===== config.mk =====
export PLATFORM = sky130hd
export DESIGN_NAME = rs485_sensor_frame_receiver_unit
export DESIGN_NICKNAME = d
export VERILOG_FILES = /design/src/rtl/rsfr_pkg.sv /design/src/rtl/rs485_sensor_frame_receiver_unit.sv
export SDC_FILE = /design/constraint.sdc
export NUM_CORES = 1
export LEC_CHECK = 0
export BUFFER_PORTS_ARGS = -buffer_cell sky130_fd_sc_hd__buf_4
export CAP_MARGIN = 15
export CORE_AREA = 2 2 116 118
export DETAILED_ROUTE_END_ITERATION = 6
export DIE_AREA = 0 0 118 120
export PLACE_DENSITY_LB_ADDON = 0.12
export SLEW_MARGIN = 10
export SYNTH_ARGS = -nofsm -noshare
export SYNTH_HDL_FRONTEND = slang
export SYNTH_SLANG_ARGS = --single-unit

===== constraint.sdc =====
create_clock -name clk -period 6.4 [get_ports clk]
set_input_delay 1.6 -clock clk [delete_from_list [all_inputs] [get_ports clk]]
set_output_delay 1.6 -clock clk [all_outputs]
set_load 0.02 [all_outputs]

===== src/rtl/rsfr_pkg.sv =====
package rsfr_pkg;

  typedef enum logic [2:0] {
    PH_IDLE   = 3'b001,
    PH_HEADER = 3'b010,
    PH_BODY   = 3'b100
  } phase_t;

  localparam logic [7:0] CH_START0 = 8'h25;  // '%'
  localparam logic [7:0] CH_START1 = 8'h24;  // '$'
  localparam logic [7:0] CH_ADDR   = 8'h40;  // '@'
  localparam logic [7:0] CH_HDR0   = 8'h44;  // 'D'
  localparam logic [7:0] CH_HDR1   = 8'h52;  // 'R'
  localparam logic [7:0] CH_CR     = 8'h0D;
  localparam logic [7:0] CH_LF     = 8'h0A;

  localparam logic [3:0] FIRST_PAYLOAD_POS = 4'd3;
  localparam logic [7:0] OWN_ADDR_RESET    = 8'h01;
  localparam logic [1:0] REG_OWN_ADDR      = 2'd0;

  localparam int unsigned PAYLOAD_W = 64;
  localparam int unsigned OUT_TDATA_W = 72;

endpackage


===== src/rtl/rs485_sensor_frame_receiver_unit.sv =====
// RS485 sensor frame receiver. One received byte is taken per in_ transaction
// and gives exactly one out_ transaction. Frames look like
// '%' '$' '@' <own_address> 'D' 'R' '=' <payload...>; payload bytes from frame
// position 3 are captured and presented with payload_valid when the byte at
// position FRAME_END_POS arrives. CR LF closes a line, clears line_busy and
// flags delivered when a completed frame is pending (reset also sets pending).
// A failed 'D'/'R' check sets board_lost until the next complete frame. Each
// byte is decoded combinationally straight into the output register, so a
// byte can be accepted every cycle; in_tready only drops while the output
// register holds a result that out_tready has not taken. own_address sits at
// APB address 0 and should only be written while no byte is in flight.
module rs485_sensor_frame_receiver_unit
  import rsfr_pkg::*;
#(
  parameter int unsigned PAYLOAD_BYTES = 8,
  parameter int unsigned FRAME_END_POS = 12
) (
  input  logic        clk,
  input  logic        rst_n,
  input  logic        in_tvalid,
  output logic        in_tready,
  input  logic [7:0]  in_tdata,     // [7:0] rx_byte
  output logic        out_tvalid,
  input  logic        out_tready,
  output logic [OUT_TDATA_W-1:0] out_tdata,
                      // [63:0] payload, [64] delivered, [65] line_busy,
                      // [66] board_lost, [71:67] zero
  output logic        out_tuser,    // [0] payload_valid
  input  logic        cfg_psel,
  input  logic        cfg_penable,
  input  logic        cfg_pwrite,
  input  logic [1:0]  cfg_paddr,
  input  logic [31:0] cfg_pwdata,
  output logic [31:0] cfg_prdata,
  output logic        cfg_pready
);

  localparam int unsigned BUF_BYTES = (PAYLOAD_BYTES < 8) ? PAYLOAD_BYTES : 8;
  localparam int unsigned IDX_W = (BUF_BYTES > 1) ? $clog2(BUF_BYTES) : 1;

  logic [7:0] own_addr_r;
  phase_t     phase_r, phase_nxt;
  logic       addr_pend_r, addr_pend_nxt;
  logic [3:0] pos_r, pos_nxt;
  logic       start_arm_r, start_arm_nxt;
  logic       end_arm_r, end_arm_nxt;
  logic       busy_r, busy_nxt;
  logic       pending_r, pending_nxt;
  logic       lost_r, lost_nxt;
  logic [7:0] buf_r [BUF_BYTES];

  logic       out_valid_r;
  logic [PAYLOAD_W-1:0] payload_r, payload_nxt;
  logic       pv_r, pv_nxt;
  logic       dlv_r, dlv_nxt;

  logic       accept;
  logic       cfg_wr;
  logic [7:0] rx;
  logic [3:0] off;
  logic       cap;

  assign cfg_pready = 1'b1;
  assign cfg_wr     = cfg_psel && cfg_penable && cfg_pwrite && (cfg_paddr == REG_OWN_ADDR);
  assign cfg_prdata = (cfg_paddr == REG_OWN_ADDR) ? {24'd0, own_addr_r} : 32'd0;

  assign in_tready = !out_valid_r || out_tready;
  assign accept    = in_tvalid && in_tready;
  assign rx        = in_tdata;

  assign off = pos_r - FIRST_PAYLOAD_POS;
  assign cap = (phase_r == PH_BODY) && (pos_r >= FIRST_PAYLOAD_POS)
               && (off < 4'(BUF_BYTES));

  always_comb begin
    phase_nxt     = phase_r;
    addr_pend_nxt = addr_pend_r;
    pos_nxt       = pos_r;
    start_arm_nxt = start_arm_r;
    end_arm_nxt   = end_arm_r;
    busy_nxt      = busy_r;
    pending_nxt   = pending_r;
    lost_nxt      = lost_r;
    pv_nxt        = 1'b0;
    dlv_nxt       = 1'b0;
    payload_nxt   = '0;

    unique case (phase_r)
      PH_HEADER: begin
        if (addr_pend_r) begin
          if (rx == own_addr_r) begin
            phase_nxt = PH_BODY;
            pos_nxt   = 4'd0;
          end else begin
            phase_nxt = PH_IDLE;
          end
          addr_pend_nxt = 1'b0;
        end else if (rx == CH_ADDR) begin
          addr_pend_nxt = 1'b1;
        end
      end
      PH_BODY: begin
        if (pos_r < 4'd2) begin
          if (rx != ((pos_r == 4'd0) ? CH_HDR0 : CH_HDR1)) begin
            phase_nxt = PH_IDLE;
            lost_nxt  = 1'b1;
          end
        end else if (pos_r >= 4'(FRAME_END_POS)) begin
          phase_nxt   = PH_IDLE;
          pv_nxt      = 1'b1;
          pending_nxt = 1'b1;
          lost_nxt    = 1'b0;
          for (int k = 0; k < BUF_BYTES; k++) begin
            payload_nxt[8*k +: 8] = (cap && (off == 4'(k))) ? rx : buf_r[k];
          end
        end
        pos_nxt = pos_r + 4'd1;
      end
      default: begin
      end
    endcase

    if (start_arm_r) begin
      if (rx == CH_START1) begin
        start_arm_nxt = 1'b0;
        phase_nxt     = PH_HEADER;
        pos_nxt       = 4'd0;
        busy_nxt      = 1'b1;
      end
    end else if (rx == CH_START0) begin
      start_arm_nxt = 1'b1;
    end

    if (end_arm_r) begin
      if (rx == CH_LF) begin
        end_arm_nxt = 1'b0;
        busy_nxt    = 1'b0;
        if (pending_nxt) begin
          pending_nxt = 1'b0;
          dlv_nxt     = 1'b1;
        end
      end
    end else if (rx == CH_CR) begin
      end_arm_nxt = 1'b1;
    end
  end

  always_ff @(posedge clk) begin
    if (!rst_n) begin
      own_addr_r  <= OWN_ADDR_RESET;
      phase_r     <= PH_IDLE;
      addr_pend_r <= 1'b0;
      pos_r       <= 4'd0;
      start_arm_r <= 1'b0;
      end_arm_r   <= 1'b0;
      busy_r      <= 1'b0;
      pending_r   <= 1'b1;
      lost_r      <= 1'b0;
      out_valid_r <= 1'b0;
    end else begin
      if (cfg_wr) begin
        own_addr_r <= cfg_pwdata[7:0];
      end
      if (accept) begin
        phase_r     <= phase_nxt;
        addr_pend_r <= addr_pend_nxt;
        pos_r       <= pos_nxt;
        start_arm_r <= start_arm_nxt;
        end_arm_r   <= end_arm_nxt;
        busy_r      <= busy_nxt;
        pending_r   <= pending_nxt;
        lost_r      <= lost_nxt;
        out_valid_r <= 1'b1;
      end else if (out_tready) begin
        out_valid_r <= 1'b0;
      end
    end
  end

  always_ff @(posedge clk) begin
    if (accept) begin
      if (cap) begin
        buf_r[off[IDX_W-1:0]] <= rx;
      end
      payload_r <= payload_nxt;
      pv_r      <= pv_nxt;
      dlv_r     <= dlv_nxt;
    end
  end

  assign out_tvalid = out_valid_r;
  assign out_tdata  = {5'd0, lost_r, busy_r, dlv_r, payload_r};
  assign out_tuser  = pv_r;

endmodule

==> metrics, run 1 <==
fin crit period=4.13 ns; RSZ-0062 raised after global routing=no; most common flop cell mapped by yosys=edfxtp_1; Post-DP HPWL=6980 microns; leading area contributor after synthesis=edfxtp_1; final worst setup slack=2.27 ns; Post-Route WL=11500 microns; worst skew pair latency=0.41 ns; max_slew headroom=28.7%; WS Path Type=in2reg; CP Data Required Time=6.43 ns; largest net degree at the start of global routing=70; ANT cells=0; CTS tree=yes; final RePlAce weighted congestion=0.761; register area share after synthesis=72.8%; most common cell after layout, fill and taps aside=edfxtp_1; fillcell total=1042; worst slew pin tran=1.06 ns; outcome=completed; CP cell instances=buf_4 -> nand2b_1 -> nand2_1 -> inv_2 -> buf_4 -> nand4_1 -> nor2_1; WP data arrival=4.16 ns; async set-or-reset flop fraction in the synthesized netlist=0%; total grt overflow=0; Worst setup EP type=flop; worst hold-check path type=reg2reg; drt drc=0; CP max FO=69; Core Area=13000 sq um; Leak=3.08 nW; maximum VDD drop=0.168 mV; H-tree Lvls=4; WP buf/inv=3; DR vias=3468; Total GRT Usage=17.0%; share of cells above drive strength 1=28.4%; # hold bufs at CTS=0; initial antenna violation count=0; Slowest-stage cell, CP=nor2_1; nets=562; Comb pwr share=5.5%; first-pass GRT wire length=18200 microns; # rows=42; clock-pin slew on the worst setup and hold paths=0.06 ns; Max Freq=242 MHz; pwr dens=310 nW/um^2; post_cts resized=0; Clock Path Buffers=2; full die area=14200 sq um; crit-path max cell delay=0.85 ns; initial core utilization=46.0%; clock root buffer master=clkbuf_16; Pwr Total=2.31 mW; Top cell by count, worst path=buf_4; setup bufs post-CTS=0; Switching Fraction=20.1%; EDFF count, synth=130; Net Sw Power=464 uW; synthesized cell area=5960 sq um; Setup crit start kind=input pin; vias in the first global route=3339; Final Skew=0.00467 ns; most frequent cells in the layout=edfxtp_1, buf_4, and3_1, conb_1, dfxtp_1; Max-cap violations=0; Netlist cell types=46; Via density=4.95; clock share of power=46.7%; antenna-violating nets left=0; syn_area_per_cell=14.6 sq um; post-synth top area share=65.4%; Hold WS=0.490 ns; max-slew violation count=0; Layout area overhead=24.6%; Post-Layout Cell Count=700; final setup TNS=0 ns; Die X=118 microns; Fin. Hold Viols=0; number of DRC markers in iteration 0=289; CTS sink cnt=152; Synth Instances=408; final setup fails=0; cell internal pwr=1.84 mW; Seq pwr share=47.8%; IO Count=157; YS warnings=0; Cells after DPL=667; Port Buffers=102; Synth Register Bits=152; wire length per cell=16.5 microns; Die Y=120 microns; delay-heaviest family, CP=simple AND/OR/NAND/NOR gates; worst slack at placement=1.80 ns; TritonCTS Buffers=17; Final period util=64.6%; DRT Pass-1 Iters=4; Area contributors post-synth=edfxtp_1, dfxtp_1, and3_1
[routing by layer]
| metal | up-vias | GRT usage (%) | routed length, microns |
|---|---|---|---|
| met4 | 0 | 6.33 | 159 |
| li1 | 1658 | - | - |
| met2 | 125 | 28.0 | 5610 |
| met1 | 1671 | 22.0 | 5170 |
| met3 | 14 | 4.13 | 598 |
| met5 | - | 0 | 0 |
[cell usage after synthesis (all sizes together) (2+ instances only)]
| cell | instances |
|---|---|
| o21ai | 5 |
| dfxtp | 22 |
| conb | 2 |
| buf | 33 |
| nand3 | 6 |
| nand2 | 14 |
| nor2 | 18 |
| and3 | 66 |
| ha | 2 |
| a21boi | 4 |
| nor3 | 9 |
| nor2b | 10 |
| or4b | 3 |
| edfxtp | 130 |
| or4 | 2 |
| inv | 5 |
| a311oi | 2 |
| mux2i | 10 |
| xnor2 | 8 |
| clkbuf | 20 |
| nand4 | 5 |
| nor3b | 2 |
| and2 | 9 |
[per-stage QoR]
step	area [sq um]	utilization, %
after floorplan	6070	-
after global placement	6780	52.3
after detailed placement	6780	52.3
after CTS	7430	57.2
after global routing	7430	57.3
final	7430	57.3
[sequential cells by signal, summed over array words and instances, names as in the netlist]
| name | count |
|---|---|
| lost_r | 1 |
| phase_r | 3 |
| busy_r | 1 |
| addr_pend_r | 1 |
| out_tdata | 64 |
| out_tuser | 1 |
| dlv_r | 1 |
| start_arm_r | 1 |
| buf_r | 64 |
| pos_r | 4 |
| own_addr_r | 8 |
| pending_r | 1 |
| out_tvalid | 1 |
| end_arm_r | 1 |
[cells by family after synthesis]
logic type                 after synthesis  share of synthesized area (%)
other                                    2                          0.126
muxes                                   11                           1.93
DFF                                    152                           72.8
xor gates and xnor gates                 9                           1.32
and+or+nand+nor                        151                           14.8
AOI/OAI and AO/OA                       23                           2.85
buffers and inverters                   58                           5.73
adders and majority gates                2                          0.419
[area by class of cell]
cell class	instances	area, sq um	area share (%)
sequential	152	4340	58.5
multi-input combinational	226	1390	18.7
timing repair buffer	109	816	11.0
clock buffer	21	450	6.06
tap	176	220	2.96
clock inverter	11	194	2.61
inverter	5	18.8	0.253
[worst register-to-register path, delay by kind of cell, from the launching register on]
family                 cells  cell delay (ns)
buffers and inverters      2             0.76
flip-flops                 1             0.37
AND/OR/NAND/NOR            4             1.86
[power by group through the flow]
stage	clock, mW	sequential, mW	combinational [mW]
floorplan	0	1.15	0.0524
detailed placement	0	1.12	0.129
global placement	0	1.12	0.128
CTS	1.09	1.10	0.129
finish	1.08	1.10	0.127
global route	1.14	1.10	0.135
[worst paths after layout]
check | slack, ns | to | cells past startpoint | start
setup / recovery | 2.27 | buf_r[7][3] | 7 | out_tready
hold / removal | 0.49 | busy_r | 2 | busy_r
setup reg to reg | 3.12 | buf_r[0][5] | 6 | phase_r[2]
hold reg to reg | 0.49 | busy_r | 2 | busy_r
Note: power is estimated with default switching activity, not from simulation.
==> inputs of run 2 (changes only) <==
--- a/config.mk
+++ b/config.mk
@@ -5,11 +5,12 @@
 export SDC_FILE = /design/constraint.sdc
 export NUM_CORES = 1
 export LEC_CHECK = 0
+export ABC_AREA = 1
 export BUFFER_PORTS_ARGS = -buffer_cell sky130_fd_sc_hd__buf_4
 export CAP_MARGIN = 15
-export CORE_AREA = 2 2 116 118
+export CORE_AREA = 2 2 120 122
 export DETAILED_ROUTE_END_ITERATION = 6
-export DIE_AREA = 0 0 118 120
+export DIE_AREA = 0 0 122 124
 export PLACE_DENSITY_LB_ADDON = 0.12
 export SLEW_MARGIN = 10
 export SYNTH_ARGS = -nofsm -noshare
==> constraint.sdc (replaced) <==
create_clock -name clk -period 3.3 [get_ports clk]
set_input_delay 0.825 -clock clk [delete_from_list [all_inputs] [get_ports clk]]
set_output_delay 0.825 -clock clk [all_outputs]
set_load 0.02 [all_outputs]
==> run 2 against run 1 <==
Effect of this change: register-to-register slack got worse by 1.9 ns; global-route usage is 1.0 points lower; count of clock-buffer cells in the layout up 3; area after synthesis is 7.3% higher.
==> metrics, run 2 <==
Max Freq=433 MHz; pwr dens=557 nW/um^2; Final Skew=0.0113 ns; Synth Area in Compound Gates=3.44%; max-slew violation count=0; Post-Route WL=11400 microns; leading area contributor after synthesis=edfxtp_1; Clock Path Buffers=2; Setup crit start kind=input pin; most frequent cells in the layout=edfxtp_1, buf_4, inv_1, nand2_1, nor2_1; Synth Instances=519; CTS tree=yes; most common cell after layout, fill and taps aside=edfxtp_1; mux contribution to synthesized area=0%; vias in the first global route=3492; Slowest-stage cell, CP=buf_4; Leak=3.34 nW; DRT Pass-1 Iters=5; drt drc=0; TritonCTS Buffers=17; number of DRC markers in iteration 0=267; wire length per cell=13.7 microns; ANT cells=0; setup slack, reg-to-reg=1.21 ns; Post-Layout Cell Count=831; Final period util=69.9%; final setup TNS=0 ns; largest net degree at the start of global routing=74; full die area=15100 sq um; Cells after DPL=799; Die Y=124 microns; fillcell total=1149; YS warnings=0; CP cell instances=buf_4 -> nor2_1 -> inv_1 -> nor2_1 -> buf_4; setup bufs post-CTS=0; antenna-violating nets left=0; Max-cap violations=0; CTS sink cnt=152; register area share after synthesis=67.9%; DR vias=3669; CP max FO=8; clock root buffer master=clkbuf_16; Synth Register Bits=152; Post-DP HPWL=7430 microns; Netlist cell types=33; # hold bufs at CTS=0; clock-pin slew on the worst setup and hold paths=0.06 ns; Area contributors post-synth=edfxtp_1, nor2_4, dfxtp_1; Simple-Gate Fraction of Synth Area=16.3%; # rows=43; fin crit period=2.31 ns; final RePlAce weighted congestion=0.784; initial core utilization=46.6%; WP data arrival=1.48 ns; worst slew pin tran=0.735 ns; synthesized cell area=6400 sq um; max_slew headroom=51.0%; share of cells above drive strength 1=29.3%; Core Area=13700 sq um; maximum VDD drop=0.325 mV; first-pass GRT wire length=17900 microns; syn_area_per_cell=12.3 sq um; IO Count=157; CP Data Required Time=2.47 ns; Port Buffers=102; H-tree Lvls=4; Pwr Total=4.39 mW; most common cell in the netlist=edfxtp_1; Via density=4.42; Worst setup EP type=primary output; async set-or-reset flop fraction in the synthesized netlist=0%; Layout area overhead=23.2%; final setup fails=0; total grt overflow=0; worst skew pair latency=0.41 ns; EDFF count, synth=130; nets=689; WS Path Type=in2out; adder-cell area share of the yosys netlist=0.391%; outcome=completed; initial antenna violation count=0; synth cell count leaders=edfxtp_1, inv_1, nand2_1; XOR/XNOR share of the synthesized area=0.274%; Die X=122 microns; crit-path max cell delay=0.16 ns; post_cts resized=0; Total GRT Usage=16.0%; post-synth top area share=61.0%; largest family of logic cells by synthesized area=simple AND/OR/NAND/NOR gates; most common flop cell mapped by yosys=edfxtp_1; RSZ-0062 raised after global routing=no; Fin. Hold Viols=0; worst hold-check path type=reg2reg
==> run 2: worst paths after layout <==
| path | from | endpoint | depth (start not counted) |
|---|---|---|---|
| setup / recovery | cfg_paddr[1] | cfg_prdata[0] | 5 |
| hold / removal | busy_r | busy_r | 2 |
| setup reg to reg | phase_r[2] | buf_r[6][3] | 7 |
| hold reg to reg | busy_r | busy_r | 2 |
==> run 2: report_power, final <==
part	leakage, nW	internal (mW)	total (mW)	switching (mW)
Sequential	1.43	2.12	2.13	0.0116
Clock	0.306	1.32	2.02	0.691
Combinational	1.60	0.0765	0.240	0.164
==> run 2: metrics by stage <==
| stage | hold WS, ns | utilization, % | worst slack, ns | area (sq um) |
|---|---|---|---|---|
| after CTS | 0.460 | 57.5 | 0.970 | 7880 |
| final | 0.450 | 57.5 | 0.992 | 7880 |
| after global routing | 0.485 | 57.5 | 0.880 | 7880 |
| after global placement | 0.445 | 52.9 | 0.733 | 7260 |
| after detailed placement | 0.445 | 52.9 | 0.702 | 7260 |
| after floorplan | 0.423 | - | 0.657 | 6500 |
==> run 2: kinds of logic (layout without fill, tap and decap cells) <==
logic type,Yosys count,after routing
flops,152,152
simple gates,176,176
xor+xnor,2,2
buf+inv,145,249
other cells,2,30
compound gates,40,40
fa+ha+maj,2,2
==> run 2: layer usage <==
metal | global-route usage, % | up-vias | routed length (microns)
li1 | - | 1853 | -
met1 | 20.4 | 1684 | 4840
met2 | 26.5 | 124 | 5690
met3 | 5.31 | 8 | 734
met4 | 3.95 | 0 | 119
met5 | 0 | - | 0
==> run 2: area by class of cell <==
| type | count | area, sq um | area share [%] |
|---|---|---|---|
| tap | 180 | 225 | 2.86 |
| timing repair buffer | 114 | 881 | 11.2 |
| inverter | 103 | 392 | 4.97 |
| clock inverter | 8 | 143 | 1.81 |
| clock buffer | 24 | 482 | 6.11 |
| multi-input combinational | 250 | 1420 | 18.0 |
| sequential | 152 | 4340 | 55.1 |
==> run 2: worst max-delay path, delay by kind of cell <==
family / cells / cell delay (ns)
buffers and inverters: 3 / 0.41
and+or+nand+nor: 2 / 0.26
==> inputs of run 3 (changes only) <==
--- a/config.mk
+++ b/config.mk
@@ -5,12 +5,12 @@
 export SDC_FILE = /design/constraint.sdc
 export NUM_CORES = 1
 export LEC_CHECK = 0
-export ABC_AREA = 1
+export ABC_AREA = 0
 export BUFFER_PORTS_ARGS = -buffer_cell sky130_fd_sc_hd__buf_4
 export CAP_MARGIN = 15
-export CORE_AREA = 2 2 120 122
+export CORE_AREA = 2 2 116 118
 export DETAILED_ROUTE_END_ITERATION = 6
-export DIE_AREA = 0 0 122 124
+export DIE_AREA = 0 0 118 120
 export PLACE_DENSITY_LB_ADDON = 0.12
 export SLEW_MARGIN = 10
 export SYNTH_ARGS = -nofsm -noshare
==> constraint.sdc (replaced) <==
create_clock -name clk -period 1.94 [get_ports clk]
set_input_delay 0.485 -clock clk [delete_from_list [all_inputs] [get_ports clk]]
set_output_delay 0.485 -clock clk [all_outputs]
set_load 0.02 [all_outputs]
==> run 3 against run 2 <==
Effect of this change: non-clock buffer count grew 23; clock skew shrank 0.0015 ns; routed wire length grew 5.6%; final area shrank 1.7%; first-iteration DRC count shrank 1.1%; combinational power grew 87%; power grew 67%; setup slack lost 0.98 ns; global-route usage grew 1.8 points; critical path type is now reg2reg; largest cell class unchanged.
==> metrics, run 3 (synthesized netlist as in run 1, its figures left out) <==
worst hold-check path type=in2reg; worst slack at placement=-0.465 ns; total grt overflow=0; RSZ-0062 raised after global routing=yes; Max-cap violations=0; Core Area=13000 sq um; Max Freq=518 MHz; # hold bufs at CTS=0; Final period util=99.5%; Setup crit start kind=flop; DRT Pass-1 Iters=4; fin crit period=1.93 ns; full die area=14200 sq um; vias in the first global route=3405; Die Y=120 microns; Clock Path Buffers=2; # rows=42; first-pass GRT wire length=18700 microns; Leak=3.20 nW; nets=590; Die X=118 microns; CTS tree=yes; Critical Path Start=phase_r[0]; CP Data Required Time=2.08 ns; antenna-violating nets left=0; Post-Route WL=12000 microns; Fin. Hold Viols=0; CP max FO=4; Finished Core Util=59.7%; TritonCTS Buffers=17; pwr dens=946 nW/um^2; final setup TNS=0 ns; hold path start=cfg_pwdata[0]; Total GRT Usage=17.8%; final RePlAce weighted congestion=0.772; outcome=completed; Post-Layout Cell Count=728; Worst setup EP type=flop; fillcell total=1003; initial antenna violation count=0; maximum VDD drop=0.468 mV; IO Count=157; ANT cells=0; drt drc=0; Port Buffers=102; final worst setup slack=0.00993 ns; initial core utilization=46.0%; max-slew violation count=0; H-tree Lvls=4; Layout area overhead=29.9%; worst slew pin tran=0.583 ns; most frequent cells in the layout=edfxtp_1, buf_4, and3_1, conb_1, dfxtp_1; Post-DP HPWL=7840 microns; number of DRC markers in iteration 0=264; WP data arrival=2.07 ns; Via density=4.84; share of cells above drive strength 1=34.4%; WS Path Type=reg2reg; max_slew headroom=61.1%; worst skew pair latency=0.42 ns; clock root buffer master=clkbuf_16; worst reg2reg path depth=5; wire length per cell=16.5 microns; R2R Path Start=phase_r[0]; DR vias=3527; clock-pin slew on the worst setup and hold paths=0.06 ns; Cells after DPL=695; largest net degree at the start of global routing=69; Final Skew=0.00980 ns; Worst Hold Depth=3; final setup fails=0; Pwr Total=7.32 mW; CTS sink cnt=152
[run 3: worst paths after layout]
kind / end / slack (ns)
setup / recovery: buf_r[0][5] / 0.01
hold / removal: own_addr_r[0] / 0.28
setup reg to reg: buf_r[0][5] / 0.01
hold reg to reg: end_arm_r / 0.49
[run 3: metal layers]
layer / vias to the layer above / wire length (microns) / share of wire (%) / global-route usage, %
met5: - / 0 / 0 / 0
met4: 0 / 291 / 2.4 / 8.36
met3: 18 / 512 / 4.3 / 4.18
met2: 109 / 5780 / 48 / 27.9
met1: 1689 / 5420 / 45 / 23.5
li1: 1711 / - / - / -
[run 3: critical path, cell delays in order, from the launching register on]
cell and delay, ns:
dfxtp_2 0.34, nor3b_4 0.23, nand2_1 0.11, or4b_4 0.58, nor3_4 0.25, buf_6 0.14
[run 3: area by class of cell]
cell class	count	area (sq um)	share of cell area, %
inverters	5	22.5	0.291
clock buffers	18	429	5.54
repair buffers	137	1080	13.9
clock inverters	14	156	2.02
multi-input cells	226	1490	19.3
flip-flops and latches	152	4350	56.1
well taps	176	220	2.84
[run 3: metrics by stage]
step           cell area, sq um  hold WS (ns)
5_1_grt                    7740         0.310
3_5_place_dp               7100         0.484
4_1_cts                    7700         0.267
2_1_floorplan              6160         0.456
6_report                   7740         0.279
3_3_place_gp               7100         0.474
[run 3: repair_timing]
action / CTS / global route
gates resized for setup: 4 / 8
pin swaps: 4 / 3
endpoints found under the setup margin: 36 / 59
setup buffers: 0 / 1
[run 3: power breakdown]
part	switching [mW]	internal, mW
Sequential	0.0248	3.61
Combinational	0.287	0.162
Clock	1.23	2.00
Total	1.55	5.78
